### config.mk
export PLATFORM = sky130hd
export DESIGN_NAME = fat_short_name_generator_unit
export DESIGN_NICKNAME = d
export VERILOG_FILES = /design/src/fsng_pkg.sv /design/src/fat_short_name_generator_unit.sv
export SDC_FILE = /design/constraint.sdc
export NUM_CORES = 1
export LEC_CHECK = 0
export BUFFER_PORTS_ARGS = -buffer_cell sky130_fd_sc_hd__buf_2
export CAP_MARGIN = 40
export CORE_MARGIN = 10
export CORE_UTILIZATION = 50
export CTS_CLUSTER_DIAMETER = 50
export DETAILED_ROUTE_END_ITERATION = 8
export GPL_ROUTABILITY_DRIVEN = 0
export PLACE_DENSITY_LB_ADDON = 0.08
export SYNTH_ARGS = -nofsm -noshare
export SYNTH_HDL_FRONTEND = slang
export SYNTH_SLANG_ARGS = --single-unit
export TNS_END_PERCENT = 30
### constraint.sdc
create_clock -name i_clk -period 9.78 [get_ports i_clk]
set_clock_uncertainty 0.15 [all_clocks]
set_input_delay 1.467 -clock i_clk [delete_from_list [all_inputs] [get_ports i_clk]]
set_output_delay 1.467 -clock i_clk [all_outputs]
set_load 0.02 [all_outputs]
### src/fsng_pkg.sv
// Constants and pipeline item type for the FAT short name generator.
`default_nettype none
package fsng_pkg;

    localparam int BASE_CHARS = 8;
    localparam int EXT_CHARS  = 3;
    localparam int BLEN_W     = 4;
    localparam int ELEN_W     = 2;
    localparam int TAIL_W     = 20;
    localparam int BCD_DIGITS = 7;
    localparam int BCD_W      = 4 * BCD_DIGITS;
    localparam int DD_STAGES  = 3;
    localparam int DD_PER_STG = 7;
    localparam int PIPE_DEPTH = DD_STAGES + 1;

    localparam logic [7:0] CHAR_DOT   = 8'h2e;
    localparam logic [7:0] CHAR_TILDE = 8'h7e;
    localparam logic [7:0] CHAR_ZERO  = 8'h30;

    typedef struct packed {
        logic [8*BASE_CHARS-1:0] base_chars;
        logic [BLEN_W-1:0]       base_size;
        logic [8*EXT_CHARS-1:0]  ext_chars;
        logic [ELEN_W-1:0]       ext_len;
        logic                    tail_nz;
        logic [BCD_W-1:0]        bcd;
        logic [TAIL_W-1:0]       bin;
    } t_item;

endpackage
`default_nettype wire

### src/fat_short_name_generator_unit.sv
// Streaming FAT 8.3 short name generator with pipelined decimal tail conversion.
// Each name passes the stage registers and the output register to m_axis_tvalid.
// Throughput: one byte per cycle unless the output stalls; a name may end in every cycle.
// The decimal tail is built by a 3-stage shift-add-3 pipeline, 7 steps per stage at most.
// Reset (synchronous, active low) clears the name state and all pipeline valid flags.
`default_nettype none
module fat_short_name_generator_unit (
    input  wire logic        i_clk,
    input  wire logic        i_rst_n,
    input  wire logic        s_axis_tvalid,
    output logic             s_axis_tready,
    // [7:0] name_byte, [27:8] tail_index, [31:28] zero
    input  wire logic [31:0] s_axis_tdata,
    input  wire logic        s_axis_tlast,
    output logic             m_axis_tvalid,
    input  wire logic        m_axis_tready,
    // [63:0] base_chars, [67:64] base_length, [91:68] ext_chars, [93:92] ext_length,
    // [95:94] zero
    output logic [95:0]      m_axis_tdata
);

    localparam int BC = fsng_pkg::BASE_CHARS;
    localparam int EC = fsng_pkg::EXT_CHARS;
    localparam int BW = fsng_pkg::BLEN_W;
    localparam int EW = fsng_pkg::ELEN_W;
    localparam int PD = fsng_pkg::PIPE_DEPTH;
    localparam int TW = fsng_pkg::TAIL_W;
    localparam int DW = fsng_pkg::BCD_W;

    function automatic logic [DW-1:0] dd_step(input logic [DW-1:0] v, input logic b);
        logic [DW-1:0] t;
        t = v;
        for (int d = 0; d < fsng_pkg::BCD_DIGITS; d++) begin
            if (t[4*d +: 4] >= 4'd5) begin
                t[4*d +: 4] = t[4*d +: 4] + 4'd3;
            end
        end
        return {t[DW-2:0], b};
    endfunction

    // name state
    logic [7:0]    r_base_buf [BC];
    logic [BW-1:0] r_base_cnt;
    logic [BW-1:0] r_base_dot;
    logic          r_dot_seen;
    logic [7:0]    r_ext_buf [EC];
    logic [EW-1:0] r_ext_cnt;

    logic [7:0]    n_base_buf [BC];
    logic [BW-1:0] n_base_cnt;
    logic [BW-1:0] n_base_dot;
    logic          n_dot_seen;
    logic [7:0]    n_ext_buf [EC];
    logic [EW-1:0] n_ext_cnt;

    logic [7:0]    in_byte;
    logic [TW-1:0] in_tail;
    logic          in_acc;
    logic          is_alnum;
    logic [7:0]    up_byte;
    logic [BW-1:0] snap_len;

    fsng_pkg::t_item n_first;
    fsng_pkg::t_item r_stg [PD];
    fsng_pkg::t_item n_stg [PD];
    logic [PD-1:0]   r_vld;
    logic [PD-1:0]   rdy;

    fsng_pkg::t_item r_out;
    fsng_pkg::t_item n_out;
    logic            r_out_vld;
    logic            out_rdy;

    assign in_byte = s_axis_tdata[7:0];
    assign in_tail = s_axis_tdata[8 +: TW];
    assign in_acc  = s_axis_tvalid && s_axis_tready;

    assign out_rdy = !r_out_vld || m_axis_tready;

    always_comb begin
        rdy[PD-1] = !r_vld[PD-1] || out_rdy;
        for (int k = PD - 2; k >= 0; k--) begin
            rdy[k] = !r_vld[k] || rdy[k+1];
        end
    end

    assign s_axis_tready = rdy[0];

    // byte classification and state update
    always_comb begin
        is_alnum = 1'b0;
        up_byte  = in_byte;
        if (in_byte inside {[8'h30:8'h39], [8'h41:8'h5a]}) begin
            is_alnum = 1'b1;
        end else if (in_byte inside {[8'h61:8'h7a]}) begin
            is_alnum = 1'b1;
            up_byte  = in_byte - 8'd32;
        end

        n_base_buf = r_base_buf;
        n_base_cnt = r_base_cnt;
        n_base_dot = r_base_dot;
        n_dot_seen = r_dot_seen;
        n_ext_buf  = r_ext_buf;
        n_ext_cnt  = r_ext_cnt;

        if (in_byte == fsng_pkg::CHAR_DOT) begin
            n_dot_seen = 1'b1;
            n_base_dot = r_base_cnt;
            n_ext_cnt  = '0;
            for (int i = 0; i < EC; i++) begin
                n_ext_buf[i] = '0;
            end
        end else if (is_alnum) begin
            if (r_base_cnt < BW'(BC)) begin
                for (int i = 0; i < BC; i++) begin
                    if (r_base_cnt == BW'(i)) begin
                        n_base_buf[i] = up_byte;
                    end
                end
                n_base_cnt = r_base_cnt + BW'(1);
            end
            if (r_dot_seen && (r_ext_cnt < EW'(EC))) begin
                for (int i = 0; i < EC; i++) begin
                    if (r_ext_cnt == EW'(i)) begin
                        n_ext_buf[i] = up_byte;
                    end
                end
                n_ext_cnt = r_ext_cnt + EW'(1);
            end
        end

        snap_len = n_dot_seen ? n_base_dot : n_base_cnt;
        n_first = '0;
        for (int i = 0; i < BC; i++) begin
            if (BW'(i) < snap_len) begin
                n_first.base_chars[8*i +: 8] = n_base_buf[i];
            end
        end
        n_first.base_size = snap_len;
        for (int i = 0; i < EC; i++) begin
            if (EW'(i) < n_ext_cnt) begin
                n_first.ext_chars[8*i +: 8] = n_ext_buf[i];
            end
        end
        n_first.ext_len = n_ext_cnt;
        n_first.tail_nz = (in_tail != '0);
        n_first.bcd     = '0;
        n_first.bin     = in_tail;
    end

    always_ff @(posedge i_clk) begin
        if (!i_rst_n) begin
            for (int i = 0; i < BC; i++) begin
                r_base_buf[i] <= '0;
            end
            for (int i = 0; i < EC; i++) begin
                r_ext_buf[i] <= '0;
            end
            r_base_cnt <= '0;
            r_base_dot <= '0;
            r_dot_seen <= 1'b0;
            r_ext_cnt  <= '0;
        end else if (in_acc) begin
            if (s_axis_tlast) begin
                for (int i = 0; i < BC; i++) begin
                    r_base_buf[i] <= '0;
                end
                for (int i = 0; i < EC; i++) begin
                    r_ext_buf[i] <= '0;
                end
                r_base_cnt <= '0;
                r_base_dot <= '0;
                r_dot_seen <= 1'b0;
                r_ext_cnt  <= '0;
            end else begin
                r_base_buf <= n_base_buf;
                r_ext_buf  <= n_ext_buf;
                r_base_cnt <= n_base_cnt;
                r_base_dot <= n_base_dot;
                r_dot_seen <= n_dot_seen;
                r_ext_cnt  <= n_ext_cnt;
            end
        end
    end

    // binary to BCD, a slice of the steps per stage
    always_comb begin
        n_stg[0] = n_first;
        for (int k = 1; k < PD; k++) begin
            n_stg[k] = r_stg[k-1];
            for (int j = 0; j < fsng_pkg::DD_PER_STG; j++) begin
                if ((k - 1) * fsng_pkg::DD_PER_STG + j < TW) begin
                    n_stg[k].bcd = dd_step(n_stg[k].bcd, n_stg[k].bin[TW-1]);
                    n_stg[k].bin = {n_stg[k].bin[TW-2:0], 1'b0};
                end
            end
        end
    end

    always_ff @(posedge i_clk) begin
        if (!i_rst_n) begin
            r_vld <= '0;
        end else begin
            if (rdy[0]) begin
                r_vld[0] <= in_acc && s_axis_tlast;
            end
            for (int k = 1; k < PD; k++) begin
                if (rdy[k]) begin
                    r_vld[k] <= r_vld[k-1];
                end
            end
        end
    end

    always_ff @(posedge i_clk) begin
        for (int k = 0; k < PD; k++) begin
            if (rdy[k]) begin
                r_stg[k] <= n_stg[k];
            end
        end
    end

    // tail placement
    logic [2:0]    nd;
    logic [BW-1:0] nl;
    logic          fits;
    logic [BW-1:0] start;
    logic [BW-1:0] new_len;
    logic [BW-1:0] tj;
    logic [3:0]    dig;
    logic [7:0]    ch;

    always_comb begin
        n_out = r_stg[PD-1];
        nd    = '0;
        for (int d = 0; d < fsng_pkg::BCD_DIGITS; d++) begin
            if (r_stg[PD-1].bcd[4*d +: 4] != 4'd0) begin
                nd = 3'(d + 1);
            end
        end
        nl      = BW'(nd) + BW'(1);
        fits    = ({1'b0, r_stg[PD-1].base_size} + {1'b0, nl}) <= (BW+1)'(BC);
        start   = fits ? r_stg[PD-1].base_size : ((BW'(BC) > nl) ? (BW'(BC) - nl) : '0);
        new_len = fits ? (r_stg[PD-1].base_size + nl) : BW'(BC);
        tj      = '0;
        dig     = '0;
        ch      = '0;
        if (r_stg[PD-1].tail_nz) begin
            n_out.base_size = new_len;
            for (int i = 0; i < BC; i++) begin
                tj  = BW'(i) - start;
                dig = '0;
                for (int d = 0; d < fsng_pkg::BCD_DIGITS; d++) begin
                    if (BW'(d) == BW'(nd) - tj) begin
                        dig = r_stg[PD-1].bcd[4*d +: 4];
                    end
                end
                if (BW'(i) < start) begin
                    ch = r_stg[PD-1].base_chars[8*i +: 8];
                end else if (BW'(i) < new_len) begin
                    ch = (tj == '0) ? fsng_pkg::CHAR_TILDE : (fsng_pkg::CHAR_ZERO + 8'(dig));
                end else begin
                    ch = '0;
                end
                n_out.base_chars[8*i +: 8] = ch;
            end
        end
    end

    always_ff @(posedge i_clk) begin
        if (!i_rst_n) begin
            r_out_vld <= 1'b0;
        end else if (out_rdy) begin
            r_out_vld <= r_vld[PD-1];
        end
    end

    always_ff @(posedge i_clk) begin
        if (out_rdy) begin
            r_out <= n_out;
        end
    end

    assign m_axis_tvalid = r_out_vld;
    assign m_axis_tdata  = {2'b00, r_out.ext_len, r_out.ext_chars, r_out.base_size,
                            r_out.base_chars};

endmodule
`default_nettype wire

-- Yosys cells after proc, flatten, opt, wreduce, memory -nomap -nowiden
Memory sizes are Yosys's and may differ from the RTL's.
Cells that the tools add are included.
- RAM bits: 572
- memories: 1
- logic and storage cells: 768
- output and inout bits: 98
- register bits after elaboration: 198
- add/subtract/negate cells: 171
- $lt $le $gt $ge: 177
- reduce and logical (&&, ||, !) cells: 43
- eq/ne operators: 58
- mux-type cells: 294
- memory list (name ; words ; bits a word ; read ports ; clocked after Yosys merged registers in ; write ports ; RTL line ; text):
    r_stg ; 4 ; 143 ; 4 ; 0 ; 4 ; fat_short_name_generator_unit.sv:64 ; fsng_pkg::t_item r_stg [PD];
- operator list (cell ; count):
    $mux W4 ; 194
    $ge A4 B3 Y1 const B ; 140
    $add A4 B2 Y4 const B ; 120
    $mux W64 ; 4
    $mux W8 ; 32
    $mux W7 ; 16
    $eq A3 B4 Y1 const A ; 24
    $mux W24 ; 4
    $mux W3 ; 26
    $logic_not A4 Y1 ; 17
    $mux W68 ; 1
    $eq A2 B4 Y1 const A ; 16
    $add A3 B2 Y3 const B ; 20
    $add A6 B4 Y7 const A ; 8
    $lt A3 B4 Y1 const A ; 12
    $eq A1 B4 Y1 const A ; 8
    $sub A3 B4 Y4 ; 8
    $reduce_bool A4 Y1 ; 7
    $lt A1 B4 Y1 const A ; 6
    $lt A2 B4 Y1 const A ; 6
    $reduce_bool A20 Y1 ; 1
    $eq A4 B3 Y1 const B ; 4
    $ge A8 B7 Y1 const B ; 2
    $le A8 B7 Y1 const B ; 2
    30 further kinds ; 65

-- Longest topological paths before layout
Gate-level depths: netlist of the first run.
An unclocked memory read counts as a cell.
- word-level depth: 29
- depth in mapped cells: 42
- depth with buffers taken out: 41

-- Least setup slack after synthesis of the first run
Ideal clock, no wire load.
- kind: input to register
- start point: input m_axis_tready
- end point: register r_base_buf[14] (netlist bit)
- cell stages on the path: 11
- data arrival time: 8.996 ns
- setup slack: 0.568 ns
- setup time: 0.066 ns
- buffers on the path: 1
- required time: 9.564 ns
- cells stage by stage: nor2b_1 > and2_1 > nand2_1 > nor2_1 > nand2_1 > nand2_1 > nor2_1 > and2_1 > clkbuf_1 > a22oi_1 > nor2b_1
- longest elaborated chain between the ends: 6
- RTL lines (item ; RTL line ; text):
    start: declaration ; fat_short_name_generator_unit.sv:16 ; input wire logic m_axis_tready,
    $logic_or A1 B1 Y1 ; fat_short_name_generator_unit.sv:78 ; assign out_rdy = !r_out_vld || m_axis_tready;
    $logic_or A1 B1 Y1 ; fat_short_name_generator_unit.sv:81 ; rdy[PD-1] = !r_vld[PD-1] || out_rdy;
    $logic_or A1 B1 Y1 ; fat_short_name_generator_unit.sv:83 ; rdy[k] = !r_vld[k] || rdy[k+1];
    net rdy[2] ; fat_short_name_generator_unit.sv:67 ; logic [PD-1:0] rdy;
    $logic_or A1 B1 Y1 (2 in a row) ; fat_short_name_generator_unit.sv:83 ;
    net s_axis_tready ; fat_short_name_generator_unit.sv:11 ; output logic s_axis_tready,
    $logic_and A1 B1 Y1 ; fat_short_name_generator_unit.sv:76 ; assign in_acc = s_axis_tvalid && s_axis_tready;
    end signal: assignment ; fat_short_name_generator_unit.sv:177 ; r_base_buf <= n_base_buf;
    end: declaration ; fat_short_name_generator_unit.sv:42 ; logic [7:0] r_base_buf [BC];
The timed path passes the listed nets, and every way through them passes these cells.
A chain may end at the register's enable or synchronous reset.

==> results of run 1 <==
timing repair:
action / in CTS / in global routing
setup endpoints to repair: 0 / 8
setup buffers: 0 / 0
gates resized for setup: 0 / 7
area by class of cell:
cell class	count	area (µm²)	share of cell area
Clock buffer	93	2020	0.0538
Clock inverter	50	637	0.0170
Inverter	165	627	0.0167
Multi-Input combinational cell	1943	13200	0.351
Sequential cell	670	19100	0.508
Tap cell	864	1080	0.0288
Timing Repair Buffer	159	912	0.0243
worst paths after layout:
path	endpoint	slack (ns)	cells past startpoint
setup / recovery	r_stg[2][30]$_DFFE_PP_	0.85	37
hold / removal	r_stg[1][98]$_DFFE_PP_	0.25	0
setup reg to reg	r_stg[2][30]$_DFFE_PP_	0.85	37
hold reg to reg	r_stg[1][98]$_DFFE_PP_	0.25	0
cell usage after synthesis (9+ instances only):
| cell type | count |
|---|---|
| edfxtp_1 | 566 |
| nand2_1 | 329 |
| a21oi_1 | 243 |
| ha_1 | 165 |
| inv_1 | 161 |
| nor2_1 | 146 |
| nor2b_1 | 139 |
| o21ai_0 | 105 |
| dfxtp_1 | 104 |
| mux2i_1 | 91 |
| clkbuf_1 | 69 |
| nand2b_1 | 69 |
| a22oi_1 | 65 |
| xnor2_1 | 58 |
| and2_1 | 35 |
| mux2_2 | 35 |
| a21o_1 | 34 |
| nand3_1 | 34 |
| nor3_1 | 33 |
| a211oi_1 | 28 |
| a32oi_1 | 20 |
| a21boi_0 | 17 |
| and3_1 | 15 |
| o21a_1 | 15 |
| xor2_1 | 15 |
| a31oi_1 | 14 |
| o22ai_1 | 14 |
| a22o_1 | 13 |
| nor4_1 | 13 |
| o211ai_1 | 13 |
| o21ai_1 | 13 |
| buf_1 | 10 |
| a211o_1 | 9 |
| or3_1 | 9 |
critical path, delay by kind of cell (launching register included):
family | cells | cell delay [ns]
mux | 1 | 0.36
simple gates | 10 | 2.03
fa+ha+maj | 7 | 1.64
compound gates | 10 | 2.15
buf+inv | 5 | 0.54
flops | 1 | 0.45
xor+xnor | 4 | 1.37
per-stage QoR:
stage,util,hold slack [ns],instance area (µm²),std cells,setup slack (ns)
2_1_floorplan,-,0.250,33200,2863,0.568
3_3_place_gp,0.528,0.251,34700,3790,1.00
3_5_place_dp,0.530,0.255,34800,3801,0.511
4_1_cts,0.570,0.256,37500,3944,0.500
5_1_grt,0.571,0.266,37500,3944,0.0412
6_report,0.571,0.248,37500,3944,0.849
kinds of logic after synthesis:
logic type               after synthesis
AND/OR/NAND/NOR                      867
AO/OA/AOI/OAI                        690
flip-flops                           670
buffers and inverters                250
adder cells (fa/ha/maj)              170
multiplexers                         138
XOR/XNOR                              76
other                                  1
registers in the layout, indices dropped and copies added, names as in the netlist:
signal	cells
r_base_buf	64
r_stg	472
m_axis_tvalid	1
r_ext_buf	24
r_vld	4
m_axis_tdata	94
r_base_dot	4
r_base_cnt	4
r_ext_cnt	2
r_dot_seen	1
metal layers:
metal | vias up | track usage
li1 | 10809 | -
met1 | 10775 | 0.260
met2 | 721 | 0.301
met3 | 145 | 0.0285
met4 | 2 | 0.0729
met5 | - | 0
cell usage in the layout, fill, tap and decap left out, drive strengths merged, types with 35 or more instances in the layout:
cell / instances
edfxtp: 566
nand2: 330
a21oi: 245
inv: 176
ha: 165
buf: 159
nor2: 146
nor2b: 139
o21ai: 119
dfxtp: 104
mux2i: 93
clkbuf: 93
nand2b: 69
a22oi: 65
xnor2: 59
mux2: 38
and2: 35
==> impl_metrics.json, run 1 <==
{
  "drive_above_1_share": 0.120,
  "start_util": 0.504,
  "r2r-start": "r_stg[1][24]$_DFFE_PP_",
  "hold_start": "r_stg[0][98]$_SDFFCE_PP0N_",
  "crit_path_max_incr_delay_ns": 0.58,
  "worstMarginPinSlew_ns": 0.975,
  "fin_crit_sh": 0.913,
  "cts_tree": "built",
  "drt-total-wl_um": 75100,
  "status": "completed",
  "critPathArrivalTime_ns": 9.14,
  "cp_slowest_cell": "a2111oi_1",
  "fin_nets": 3224,
  "clk_latency_ns": 0.62,
  "end_kind": "flip-flop",
  "fp.dieW_um": 277,
  "hpwl_um": 53000,
  "cts-buffers-inserted": 78,
  "hold_viol": 0,
  "crit_path_start_kind": "flip-flop",
  "design.core.area_um2": 65700,
  "cts-root-buf": "clkbuf_16",
  "syn2layout_area_growth_pct": 13.3,
  "ant_nets": 0,
  "synth_top_family_by_area": "compound AO/OA/AOI/OAI gates",
  "cts_max_level": 3,
  "synth_largest_area_cell": "edfxtp_1",
  "setup_viol": 0,
  "grt_util_all_layers": 0.190,
  "drt_iter0_markers": 1899,
  "synth_top_flop_cell": "edfxtp_1",
  "top_layer": "met5",
  "yosys_warnings": 0,
  "met3WireLength_um": 4670,
  "portBuffers": 128,
  "ys_ff_latch": 670,
  "crit_start": "r_stg[1][24]$_DFFE_PP_",
  "avgSynthCellArea_um2": 11.6,
  "drc_errors": 0,
  "vias": 22452,
  "rsz0062_at_grt": "false",
  "synth_xor_area_frac": 0.0211,
  "antenna_found_initial": 1,
  "required_ns": 9.99,
  "crit_fanout": 7,
  "critical_path_class": "reg -> reg",
  "ys_async_sr_fraction": 0,
  "synth.yosys.seq_area_share": 0.576,
  "synth_compound_area_frac": 0.136,
  "clockBufferDepth": 3,
  "hold_path_class": "reg -> reg",
  "grt_pass1_vias": 21666,
  "n_antenna_cell": 0,
  "grt_max_degree": 104,
  "nFillCells": 5317,
  "min_period_ns": 8.93,
  "crit_path_frequent_cell": "ha_1",
  "clk_pin_slew_ns": 0.06,
  "drv_cap": 0,
  "synth_cell_type_count": 100,
  "drtPass1Iterations": 6,
  "drv_slew": 0,
  "die_height_um": 277,
  "fmax_mhz": 112,
  "synth_top_area_frac": 0.513,
  "syn_inst": 2862,
  "synth_area_um2": 33100,
  "timing.slew.headroom": 0.350,
  "cts.sinks": 670,
  "yosys.area_share.simple": 0.127,
  "holdBufCountCts": 0,
  "ios": 135,
  "vias_per_cell": 5.69,
  "design.die.area_um2": 77000,
  "synthAdderAreaFrac": 0.0653,
  "synth-edff-count": 566,
  "row_count": 94,
  "grt_overflow": 0,
  "wl_per_cell_um": 19.0,
  "met1_length_um": 33600,
  "grt_pass1_wl_um": 119000,
  "wl_met2_um": 34400,
  "final.setup.tns_ns": 0,
  "synth_area_leaders": "edfxtp_1 (51%), dfxtp_1 (6.3%), ha_1 (6.2%), nand2_1 (3.7%), a21oi_1 (3.7%)",
  "muxShareOfSynthArea": 0.0463
}
Power of run 1 is not shown: default switching activity piles up to over one toggle a cycle in this logic, so the estimate is an artifact.
==> inputs of run 2 (changes only) <==
CORE_UTILIZATION = 40   (was 50)
==> impl_metrics.json, run 2 (synthesis results as in run 1) <==
{
  "min_period_ns": 9.02,
  "drive_above_1_share": 0.123,
  "drtPass1Iterations": 6,
  "critPathArrivalTime_ns": 9.23,
  "required_ns": 9.99,
  "layout_common_cells": "edfxtp_1 (566), nand2_1 (327), a21oi_1 (242), ha_1 (164), inv_1 (158)",
  "crit_path_start_kind": "flip-flop",
  "top_register": "r_stg",
  "row_count": 105,
  "drv_cap": 0,
  "drt_iter0_markers": 1588,
  "ant_nets": 0,
  "design.die.area_um2": 94800,
  "drc_errors": 0,
  "clk_pin_slew_ns": 0.06,
  "cts-root-buf": "clkbuf_16",
  "crit_path_max_incr_delay_ns": 0.55,
  "critPathBufInv": 5,
  "fmax_mhz": 111,
  "design.core.area_um2": 82100,
  "grt_util_all_layers": 0.165,
  "crit_path_frequent_cell": "ha_1",
  "fp.dieW_um": 308,
  "clk_latency_ns": 0.64,
  "cts-buffers-inserted": 82,
  "timing.slew.headroom": 0.365,
  "vias_per_cell": 5.33,
  "cts_tree": "built",
  "grt_overflow": 0,
  "wl_per_cell_um": 19.1,
  "cts_max_level": 3,
  "placed_area_um2": 35100,
  "hpwl_um": 55800,
  "clockBufferDepth": 3,
  "critical_path_class": "reg -> reg",
  "antenna_found_initial": 2,
  "end_kind": "flip-flop",
  "fin_crit_sh": 0.922,
  "cp_slowest_cell": "or4_1",
  "syn2layout_area_growth_pct": 14.6,
  "drt-total-wl_um": 79500,
  "fin_nets": 3232,
  "grt_pass1_wl_um": 124000,
  "fin_area_um2": 38000,
  "vias": 22220,
  "cp_top_family": "compound AO/OA/AOI/OAI gates",
  "largest_register_ffs": 472,
  "grt_max_degree": 104,
  "final_common_cell": "edfxtp_1",
  "cts_setup_buffers": 0,
  "rsz0062_at_grt": "false",
  "setup_viol": 0,
  "grt_pass1_vias": 21877,
  "hold_path_class": "reg -> reg",
  "final.setup.tns_ns": 0,
  "status": "completed",
  "worstMarginPinSlew_ns": 0.953,
  "drv_slew": 0,
  "crit_fanout": 7,
  "portBuffers": 128,
  "hold_viol": 0,
  "cts.sinks": 670,
  "start_util": 0.404,
  "ios": 135,
  "die_height_um": 308
}
run 2: cell count changes in the layout (fill, tap and decap cells not counted), sizes merged:
cell / delta
clkbuf: +11
bufinv: +1
clkinvlp: +2
buf: +4
inv: -7
diode: +1
clkinv: +3
run 2: final cells by class:
class / count / area, µm²
Fill cell: 7356 / 44100
Sequential cell: 670 / 19100
Multi-Input combinational cell: 1943 / 13200
Clock buffer: 104 / 2200
Tap cell: 1070 / 1340
Timing Repair Buffer: 163 / 951
Inverter: 165 / 627
Clock inverter: 49 / 622
Antenna cell: 1 / 2.50
run 2: stage by stage:
stage	hold WS (ns)	utilization	std cells	setup WS (ns)
after global placement	0.253	0.426	3999	0.949
after floorplan	0.250	-	2863	0.568
final	0.245	0.463	4165	0.761
after detailed placement	0.255	0.428	4011	0.444
after global routing	0.262	0.463	4165	0.0382
after CTS	0.252	0.462	4164	0.445
run 2: path summary, 6_finish.rpt:
| path | depth (start not counted) | start | to | slack (ns) |
|---|---|---|---|---|
| max | 38 | r_stg[1][24]$_DFFE_PP_ | r_stg[2][30]$_DFFE_PP_ | 0.76 |
| max reg2reg | 38 | r_stg[1][24]$_DFFE_PP_ | r_stg[2][30]$_DFFE_PP_ | 0.76 |
| min reg2reg | 0 | r_stg[0][96]$_SDFFCE_PP0N_ | r_stg[1][96]$_DFFE_PP_ | 0.25 |
| min | 0 | r_stg[0][96]$_SDFFCE_PP0N_ | r_stg[1][96]$_DFFE_PP_ | 0.25 |
run 2: metal layers:
layer | vias up | global-route usage | part of all wire
li1 | 10814 | - | -
met1 | 10689 | 0.225 | 0.46
met2 | 596 | 0.260 | 0.45
met3 | 119 | 0.0295 | 0.054
met4 | 2 | 0.0603 | 0.028
met5 | - | 0 | 0.00016
run 2: repair_timing:
| action | 4_1_cts | 5_1_grt |
|---|---|---|
| hold endpoints to repair | 0 | 0 |
| hold buffers | 0 | 0 |
| endpoints found under the setup margin | 0 | 8 |
| gates resized for setup | 0 | 5 |
Power of run 2 is left out for the same reason.
